`src/rtl/assert_macros.svh`:
```
// assertion macros, included by ranked_suggestion_list
// define NO_ASSERTIONS to compile them out
`ifndef ASSERT_MACROS_SVH
`define ASSERT_MACROS_SVH

`ifndef NO_ASSERTIONS
`define ASSERT_IMPLIES(label, clk, rst, a, b) \
  label: assert property (@(posedge clk) disable iff (rst) (a) |-> (b)) \
    else $error("assertion failed");
`define ASSERT_NEXT(label, clk, rst, a, b) \
  label: assert property (@(posedge clk) disable iff (rst) (a) |=> (b)) \
    else $error("assertion failed");
`else
`define ASSERT_IMPLIES(label, clk, rst, a, b)
`define ASSERT_NEXT(label, clk, rst, a, b)
`endif

`endif

```
`src/rtl/rsl_pkg.sv`:
```
// shared types and constants of the ranked suggestion list
// used by rsl_cell and ranked_suggestion_list
`default_nettype none

package rsl_pkg;

  localparam int CAPACITY = 64;
  localparam int CNT_W    = $clog2(CAPACITY + 1);

  localparam int OP_W     = 2;
  localparam int KEY_W    = 32;
  localparam int SCORE_W  = 8;
  localparam int POS_W    = 6;
  localparam int STATUS_W = 3;
  localparam int ECOUNT_W = 7;

  localparam int IN_W  = 48;
  localparam int OUT_W = 56;

  // input beat field offsets
  localparam int IN_OP_LSB    = 0;
  localparam int IN_KEY_LSB   = IN_OP_LSB + OP_W;
  localparam int IN_SCORE_LSB = IN_KEY_LSB + KEY_W;
  localparam int IN_POS_LSB   = IN_SCORE_LSB + SCORE_W;

  localparam logic [OP_W-1:0] OP_CLEAR  = 2'd0;
  localparam logic [OP_W-1:0] OP_INSERT = 2'd1;
  localparam logic [OP_W-1:0] OP_READ   = 2'd2;

  localparam logic [STATUS_W-1:0] ST_INSERTED  = 3'd0;
  localparam logic [STATUS_W-1:0] ST_ABOVE     = 3'd1;
  localparam logic [STATUS_W-1:0] ST_DUPLICATE = 3'd2;
  localparam logic [STATUS_W-1:0] ST_FULL      = 3'd3;
  localparam logic [STATUS_W-1:0] ST_DONE      = 3'd4;

  typedef struct packed {
    logic               valid;
    logic [KEY_W-1:0]   key;
    logic [SCORE_W-1:0] score;
  } entry_t;

  typedef struct packed {
    logic eval;  // compare the broadcast pair against the held entry
    logic ins;   // commit the insert: keep, take new pair or shift
    logic clr;   // drop the held entry
  } cell_ctl_t;

endpackage

`default_nettype wire

```
`src/rtl/rsl_cell.sv`:
```
// one rank slot of the suggestion list chain
// depends on rsl_pkg
`default_nettype none

module rsl_cell
  import rsl_pkg::*;
(
  input  wire logic               clk,
  input  wire logic               rst,
  input  wire cell_ctl_t          ctl,
  input  wire logic [KEY_W-1:0]   new_key,
  input  wire logic [SCORE_W-1:0] new_score,
  input  wire logic               prev_pass,
  input  wire entry_t             prev_ent,
  output logic                    pass,
  output logic                    dup,
  output entry_t                  ent
);

  logic match;

  assign match = ent.valid && (new_score >= ent.score);

  always_ff @(posedge clk) begin
    if (rst) begin
      pass <= 1'b0;
      dup  <= 1'b0;
    end else if (ctl.eval) begin
      pass <= match;
      dup  <= match && (ent.key == new_key);
    end
  end

  // entries at or below the new score stay, the first one past takes the
  // new pair, the rest take their upper neighbor
  always_ff @(posedge clk) begin
    if (rst) begin
      ent.valid <= 1'b0;
    end else if (ctl.clr) begin
      ent.valid <= 1'b0;
    end else if (ctl.ins && !pass) begin
      if (prev_pass) begin
        ent.valid <= 1'b1;
        ent.key   <= new_key;
        ent.score <= new_score;
      end else begin
        ent.valid <= prev_ent.valid;
        ent.key   <= prev_ent.key;
        ent.score <= prev_ent.score;
      end
    end
  end

endmodule

`default_nettype wire

```
`config.mk`:
```
export PLATFORM = sky130hd
export DESIGN_NAME = rsl_cell
export DESIGN_NICKNAME = d
export VERILOG_FILES = /design/src/rtl/assert_macros.svh /design/src/rtl/rsl_pkg.sv /design/src/rtl/rsl_cell.sv
export SDC_FILE = /design/constraint.sdc
export NUM_CORES = 1
export LEC_CHECK = 0
export BUFFER_PORTS_ARGS = -buffer_cell sky130_fd_sc_hd__buf_4
export CORE_UTILIZATION = 44
export CTS_CLUSTER_DIAMETER = 100
export DETAILED_ROUTE_END_ITERATION = 10
export PLACE_DENSITY_LB_ADDON = 0.15
export SYNTH_ARGS = -nofsm -noshare
export SYNTH_HDL_FRONTEND = slang
export SYNTH_SLANG_ARGS = --single-unit
```
`constraint.sdc`:
```
create_clock -name clk -period 6.65 [get_ports clk]
set_input_delay 0.3325 -clock clk [delete_from_list [all_inputs] [get_ports clk]]
set_output_delay 0.3325 -clock clk [all_outputs]
set_load 0.005 [all_outputs]
```
==> results of run 1 <==
==> where the power goes <==
group          internal (uW)  switching (uW)
Combinational           69.6            38.6
Clock                    150            91.1
Sequential               307            4.97
Total                    527             135
==> stage by stage <==
stage               total power, uW  cells
floorplan                       364    169
global placement                426    364
detailed placement              428    364
CTS                             669    372
global route                    686    372
finish                          662    372
==> routing by layer <==
metal | global-route usage (%) | vias to the layer above
met5 | 0 | -
met4 | 8.18 | 0
met3 | 6.16 | 7
met2 | 33.6 | 72
met1 | 20.7 | 858
li1 | - | 895
==> state kept, by name, indices dropped and copies added, names as in the netlist <==
name / count
dup: 1
ent: 41
pass: 1
==> synthesized netlist by cell type <==
cell type	instances
a2111oi_0	1
a211oi_1	1
a21o_1	1
a21oi_1	1
buf_1	4
clkbuf_1	1
dfxtp_1	3
edfxtp_1	40
ha_1	8
inv_1	9
mux2_2	40
nand2_1	2
nand2b_1	1
nand4_1	3
nor2_1	5
nor3_1	3
nor4_1	8
nor4b_1	2
o2111ai_1	1
o21a_1	1
o21ai_1	1
or4_1	1
xnor2_1	4
xor2_1	28
==> path summary, 6_finish.rpt <==
kind	from	depth (start not counted)	to	slack (ns)
worst max-delay path	ent[13]$_DFFE_PP_	5	dup$_SDFFE_PP0P_	4.78
worst min-delay path	ctl[0]	2	ent[40]$_SDFFE_PP0P_	0.21
worst max register to register	ent[13]$_DFFE_PP_	5	dup$_SDFFE_PP0P_	4.78
worst min register to register	dup$_SDFFE_PP0P_	2	dup$_SDFFE_PP0P_	0.47
==> logic make-up (layout without fill, tap and decap cells) <==
kind of cell	after synthesis	after routing	synth area share, %
xor+xnor	32	32	12.0
buf+inv	14	147	2.25
flops	43	43	54.0
compound gates	7	7	2.14
simple gates	25	25	6.05
mux	40	40	19.3
fa+ha+maj	8	8	4.29
==> area by class of cell <==
cell class	instances	area, um2	share of cell area (%)
repair buffers	130	976	27.7
flip-flops and latches	43	1260	35.8
inverters	9	33.8	0.960
clock inverters	2	60.1	1.71
multi-input cells	112	1030	29.2
well taps	70	87.6	2.49
clock buffers	6	72.6	2.06
==> key figures, run 1 <==
Setup path
  – CP required: 6.88 ns
  – Startpoint Class: flip-flop
  – CP Max Fanout: 2
  – Worst path bufs/invs: 0
  – CP Data Arrival Time: 2.11 ns
  – CP Capture Type: flip-flop
  – WS Path Type: reg -> reg
  – Worst path cell trace: xor2_1, nor4_1, nand4_1, or4_1, o21ai_1
  – Slowest Stage Delay on Critical Path: 0.51 ns
  – Max stage delay cell, worst path: or4_1
  – CP delay by family, top: simple AND/OR/NAND/NOR gates

Route
  – Met2 wire length: 2.72 mm
  – Top sig layer: met4
  – First-pass detailed-route iteration total: 5
  – Residual DRC: 0
  – Routed WL per cell: 14.3 um
  – DR vias: 1832
  – Routed wire length on met3: 414 um
  – Number of routed nets with antenna violations: 0
  – Initial detailed-routing violation count: 62
  – Vias per inst: 4.92
  – Met1 wire length: 2.11 mm
  – Total wire length: 5.31 mm

CTS
  – Clock Latency Late Sink: 0.30 ns
  – Hold_buf cts: 0
  – Clk pin slew, worst setup/hold paths: 0.08 ns
  – Post-CTS Setup Repair Bufs: 0
  – TritonCTS sink count: 43
  – Post-CTS sizing: 0
  – CTS root buf: clkbuf_8
  – Clock buffer depth: 2
  – CTS buffer count: 5
  – H-tree levels: 2
  – CTS tree: built

STA
  – Max Clock Skew: 0.00752 ns
  – Final TNS setup: 0 ns
  – Tmin final: 1.87 ns
  – Worst slew pin tran: 0.550 ns
  – Hold Vio Cnt, Final: 0
  – Worst hold margin: 0.211 ns
  – Rel. slew slack: 63.3%
  – Fin crit share: 28.2%
  – Final setup violation count: 0
  – RSZ-0062 raised after global routing: no
  – Max-slew violation total from the final report: 0
  – Setup ws final: 4.78 ns
  – Achievable Freq: 0.533 GHz

Finish
  – Layout Utilization: 68.9%
  – Area grow syn2layout: 50.7%
  – Commonest non-fill, non-tap cells in the layout: buf_4, mux2_2, edfxtp_1
  – Cell area after layout: 0.00352 mm2
  – Commonest non-fill, non-tap cell in the layout: buf_4
  – Ant diodes: 0
  – # fillers: 416
  – Share of layout cells above drive strength 1: 58.9%
  – Layout Nets: 396

Global route
  – Antenna violations before repair: 0
  – First-pass GRT wire length: 7.68 mm
  – Vias in the first global route: 1761
  – GRT Total Usage: 18.9%
  – GRT Residual Overflow: 0
  – Largest net degree at the start of global routing: 42

Die
  – Starting Density: 45.7%
  – Die ar.: 0.00560 mm2
  – Core Area: 0.00511 mm2
  – Cell row count: 26
  – Die Ht: 74.9 um
  – IO Count: 130
  – Die W: 74.9 um

Synthesis
  – Post-synth top area share: 51.4%
  – FF+latch count, synth: 43
  – Area leader, netlist: edfxtp_1
  – Syn avg cell area: 13.8 um2
  – Mapped Cells: 169
  – Yosys cell types: 24
  – Synth Warn #: 0
  – Synth top area cells: edfxtp_1, mux2_2, xor2_1
  – Sequential area share after synthesis: 54.0%
  – Post-Synthesis Cell Area: 0.00234 mm2
  – Syn Nets: 264

Pwr
  – Leakage: 0.00151 uW
  – PwrDens: 188 mW/mm2
  – VDD IR max: 0.117 mV

Placement
  – Final HPWL DP: 4.05 mm
  – Final Wtd Congestion: 0.770
  – IO Port Bufs: 129
  – DP Area: 0.00339 mm2
  – Post-place setup slack: 4.74 ns

Run
  – Max Cap Violations: 0

Worst hold path
  – Hold crit path type: in -> reg

Status
  – Status: completed
Power figures use the tool's default switching activity.
==> run 2: changes to the inputs <==
CORE_UTILIZATION = 40   (was 44)
clock period = 1.6 ns   (was 6.65 ns; I/O delays follow)
==> key figures, run 2 (synthesized netlist as in run 1, its figures left out) <==
Setup path
  – Reg-to-reg endpoint: dup$_SDFFE_PP0P_
  – WS Path Type: reg -> reg
  – CP Max Fanout: 2
  – CP Capture Type: flip-flop
  – Startpoint Class: flip-flop
  – CP Data Arrival Time: 1.98 ns
  – Worst reg2reg startpoint: ent[27]$_DFFE_PP_
  – Worst R2R Path Depth: 5
  – R2r setup slk: -0.15 ns
  – Worst Setup SP: ent[27]$_DFFE_PP_
  – CP required: 1.83 ns

Finish
  – Ant diodes: 0
  – Commonest non-fill, non-tap cells in the layout: buf_4, mux2_2, edfxtp_1
  – Top Registers: ent x41, dup x1, pass x1
  – Commonest non-fill, non-tap cell in the layout: buf_4
  – Largest register FFs: 41
  – Share of layout cells above drive strength 1: 60.8%
  – Layout Nets: 408
  – Area grow syn2layout: 54.8%
  – Cell area after layout: 0.00362 mm2
  – Reg with most FFs: ent
  – Layout Utilization: 64.9%

STA
  – Worst slew pin tran: 0.543 ns
  – Rel. slew slack: 63.8%
  – RSZ-0062 raised after global routing: yes
  – Hold Vio Cnt, Final: 0
  – Achievable Freq: 0.571 GHz
  – Setup ws final: -0.151 ns
  – Max-slew violation total from the final report: 0
  – Final TNS setup: -0.151 ns
  – Tmin final: 1.75 ns
  – Final setup violation count: 1
  – Max Clock Skew: 0.00527 ns
  – Worst hold margin: 0.0682 ns
  – Fin crit share: 109%

Die
  – Starting Density: 41.9%
  – Die Ht: 78.4 um
  – IO Count: 130
  – Core Area: 0.00557 mm2
  – Die W: 78.4 um
  – Cell row count: 27
  – Die ar.: 0.00615 mm2

Route
  – DR vias: 1861
  – Total wire length: 5.59 mm
  – Initial detailed-routing violation count: 40
  – Routed WL per cell: 14.5 um
  – Routed wire length on met3: 346 um
  – First-pass detailed-route iteration total: 4
  – Top sig layer: met4
  – Met1 wire length: 2.24 mm
  – Vias per inst: 4.82
  – Residual DRC: 0
  – Met2 wire length: 2.94 mm
  – Number of routed nets with antenna violations: 0

CTS
  – CTS tree: built
  – Clk pin slew, worst setup/hold paths: 0.08 ns
  – CTS buffer count: 5
  – TritonCTS sink count: 43
  – Clock Latency Late Sink: 0.29 ns
  – CTS root buf: clkbuf_8
  – H-tree levels: 2
  – Clock buffer depth: 2

Placement
  – Final HPWL DP: 4.32 mm
  – DP Area: 0.00347 mm2
  – Final Wtd Congestion: 0.816
  – IO Port Bufs: 129

Global route
  – Vias in the first global route: 1876
  – GRT Residual Overflow: 0
  – Antenna violations before repair: 0
  – First-pass GRT wire length: 8.76 mm
  – GRT Total Usage: 18.8%
  – Largest net degree at the start of global routing: 42

Pwr
  – VDD IR max: 0.557 mV
  – Sw Pwr: 557 uW
  – PwrDens: 678 mW/mm2
  – Comb power frac: 19.6%
  – Overall Power: 2450 uW
  – Leakage: 0.00156 uW
  – Reg power frac: 53.0%
  – Clock Power Share: 27.4%
  – Sw frac: 22.7%
  – Pint: 1890 uW

Worst hold path
  – Hold Startpoint: ctl[2]
  – Hold path depth: 4
  – Hold worst-path end: dup$_SDFFE_PP0P_
  – Hold crit path type: in -> reg

Run
  – Max Cap Violations: 0

Status
  – Status: finished, violations left
  – Failing checks: setup timing
## run 2: cell count changes in the layout (fill, tap and decap cells not counted), sizes merged
cell / change
bufinv: -2
clkinv: +1
dlygate4sd3: +3
clkbuf: +1
buf: +9
## run 2: area by class of cell
class / count / area (um2)
Inverter: 9 / 33.8
Clock buffer: 7 / 76.3
Timing Repair Buffer: 142 / 1070
Sequential cell: 43 / 1260
Multi-Input combinational cell: 112 / 1080
Fill cell: 452 / 1960
Clock inverter: 1 / 5.00
Tap cell: 72 / 90.1
## run 2: stage by stage
stage / instances / setup WS [ns]
6_report: 386 / -0.151
5_1_grt: 386 / -0.276
4_1_cts: 386 / -0.163
3_5_place_dp: 374 / -0.170
3_3_place_gp: 374 / -0.151
2_1_floorplan: 169 / -0.511
## run 2: power by group through the flow
stage	Sequential [uW]	Combinational [uW]	Clock, uW
after global placement	1320	464	0
final	1300	482	671
after detailed placement	1320	469	0
after CTS	1300	484	704
after floorplan	1330	190	0
after global routing	1300	525	754
## run 2: repair_timing
| action | CTS | global route |
|---|---|---|
| hold buffers | 3 | 0 |
| cloned | 0 | 0 |
| setup buffers | 1 | 0 |
| setup endpoints to repair | 2 | 2 |
| pin swaps | 2 | 4 |
| gates resized for setup | 3 | 1 |
| endpoints found under the hold margin | 2 | 0 |
## run 2: routing by layer
| metal | vias up | track usage, % |
|---|---|---|
| li1 | 912 | - |
| met1 | 870 | 21.8 |
| met2 | 71 | 33.8 |
| met3 | 8 | 5.12 |
| met4 | 0 | 5.19 |
| met5 | - | 0 |
## run 2: worst max path at each step
stage	endpoint	depth (start not counted)	slack, ns
2_1_floorplan	ent[0]$_DFFE_PP_	1	-0.51
3_3_place_gp	dup$_SDFFE_PP0P_	5	-0.15
3_5_place_dp	dup$_SDFFE_PP0P_	5	-0.17
4_1_cts	dup$_SDFFE_PP0P_	5	-0.16
5_1_grt	dup$_SDFFE_PP0P_	5	-0.28
6_report	dup$_SDFFE_PP0P_	5	-0.15
## run 2: worst max-delay path: stages (launching register included)
cell      delay, ns
edfxtp_1       0.41
xor2_1         0.18
nor4_2         0.33
nand4_1        0.15
or4_1          0.51
o21ai_1        0.11
==> run 3: changes to the inputs <==
RECOVER_POWER = 25   (was not set)
==> key figures, run 3 (synthesized netlist as in run 1, its figures left out) <==
Placement
  – Final HPWL DP: 4.32 mm
  – Post-place setup slack: -0.170 ns
  – IO Port Bufs: 129
  – Final Wtd Congestion: 0.816

Route
  – Vias per inst: 4.82
  – Initial detailed-routing violation count: 45
  – DR vias: 1859
  – Total wire length: 5.58 mm
  – Routed WL per cell: 14.5 um
  – Residual DRC: 0
  – Number of routed nets with antenna violations: 0
  – First-pass detailed-route iteration total: 4

Finish
  – Share of layout cells above drive strength 1: 60.2%
  – Commonest non-fill, non-tap cells in the layout: buf_4, mux2_2, edfxtp_1
  – Reg with most FFs: ent
  – Layout Utilization: 64.8%
  – Layout Nets: 408
  – Commonest non-fill, non-tap cell in the layout: buf_4
  – Ant diodes: 0
  – Area grow syn2layout: 54.5%
  – Top Registers: ent x41, dup x1, pass x1
  – # fillers: 454
  – Largest register FFs: 41

Worst hold path
  – Hold worst-path end: dup$_SDFFE_PP0P_
  – Hold Startpoint: ctl[2]
  – Hold crit path type: in -> reg
  – Hold path depth: 4

Die
  – Core Area: 0.00557 mm2
  – Die W: 78.4 um
  – Die ar.: 0.00615 mm2
  – Die Ht: 78.4 um
  – Starting Density: 41.9%
  – IO Count: 130
  – Cell row count: 27

Setup path
  – CP Max Fanout: 2
  – WS Path Type: reg -> reg
  – CP Capture Type: flip-flop
  – CP Data Arrival Time: 1.98 ns
  – CP required: 1.83 ns
  – Worst path cell trace: xor2_1, nor4_2, nand4_1, or4_1, o21ai_1
  – Startpoint Class: flip-flop
  – Slowest Stage Delay on Critical Path: 0.51 ns
  – Max stage delay cell, worst path: or4_1
  – Worst reg2reg startpoint: ent[27]$_DFFE_PP_
  – Worst R2R Path Depth: 5
  – R2r setup slk: -0.15 ns
  – Reg-to-reg endpoint: dup$_SDFFE_PP0P_

CTS
  – CTS tree: built
  – Clk pin slew, worst setup/hold paths: 0.08 ns
  – CTS root buf: clkbuf_8
  – TritonCTS sink count: 43
  – Clock Latency Late Sink: 0.29 ns
  – Clock buffer depth: 2
  – CTS buffer count: 5
  – H-tree levels: 2

STA
  – Achievable Freq: 0.571 GHz
  – Tmin final: 1.75 ns
  – Rel. slew slack: 29.5%
  – Final TNS setup: -0.191 ns
  – Final setup violation count: 2
  – Max Clock Skew: 0.00539 ns
  – Max-slew violation total from the final report: 0
  – Fin crit share: 109%
  – Worst hold margin: 0.0686 ns
  – RSZ-0062 raised after global routing: yes
  – Hold Vio Cnt, Final: 0
  – Setup ws final: -0.151 ns
  – Worst slew pin tran: 1.06 ns

Global route
  – GRT Total Usage: 18.8%
  – Layer with the highest usage: met2
  – First-pass GRT wire length: 8.76 mm
  – Vias in the first global route: 1876
  – Met1 usage: 21.8%
  – GRT Residual Overflow: 0
  – Met3 Resource Use GR: 5.12%
  – GRT met2 Usage: 33.8%
  – Antenna violations before repair: 0
  – Largest net degree at the start of global routing: 42

Pwr
  – PwrDens: 679 mW/mm2
  – VDD IR max: 0.557 mV
  – Leakage: 0.00156 uW

Status
  – Status: finished, violations left
  – Failing checks: setup timing

Run
  – Max Cap Violations: 0
## run 3: cell count changes in the layout (fill, tap and decap cells not counted), sizes merged
cell / delta
buf: -3
clkbuf: +3
## run 3: final cells by class
type	count	area (um2)	area share, %
Clock inverter	1	5.00	0.139
Timing Repair Buffer	142	1070	29.6
Tap cell	72	90.1	2.50
Inverter	9	33.8	0.936
Multi-Input combinational cell	112	1080	29.8
Clock buffer	7	76.3	2.11
Sequential cell	43	1260	34.9
## run 3: critical path, delay by kind of cell, from the launching register on
family                    cells  cell delay [ns]
and+or+nand+nor               3             0.99
DFF                           1             0.41
xor gates and xnor gates      1             0.18
AOI/OAI and AO/OA             1             0.11
## run 3: power breakdown
part	internal, uW	switching [uW]	total [uW]
logic	311	171	482
clock network	307	364	671
registers	1280	21.0	1300
total	1890	557	2450
## run 3: worst max path at each step
stage | from | to | slack, ns | depth (start not counted)
CTS | ent[32]$_DFFE_PP_ | dup$_SDFFE_PP0P_ | -0.16 | 5
finish | ent[27]$_DFFE_PP_ | dup$_SDFFE_PP0P_ | -0.15 | 5
global placement | ent[13]$_DFFE_PP_ | dup$_SDFFE_PP0P_ | -0.15 | 5
detailed placement | ent[13]$_DFFE_PP_ | dup$_SDFFE_PP0P_ | -0.17 | 5
floorplan | pass$_SDFFE_PP0P_ | ent[0]$_DFFE_PP_ | -0.51 | 1
global route | ent[27]$_DFFE_PP_ | dup$_SDFFE_PP0P_ | -0.28 | 5
## run 3: stage by stage
stage	cells	cell area [um2]	total power, uW
after floorplan	169	2360	1520
after global placement	374	3470	1790
after detailed placement	374	3470	1790
after CTS	386	3610	2490
after global routing	386	3610	2580
final	386	3610	2450
## run 3: layer usage
layer,part of all wire (%),wire length [um],vias up
met1,40,2240,868
met4,1.2,69,0
li1,-,-,912
met2,52,2930,71
met3,6.2,347,8
met5,0,0,-
## run 3: what timing repair did
action	4_1_cts	5_1_grt
setup buffers	1	0
hold endpoints to repair	2	0
hold buffers	3	0
resized for setup	3	1
endpoints found under the setup margin	2	2
pin swaps	2	4
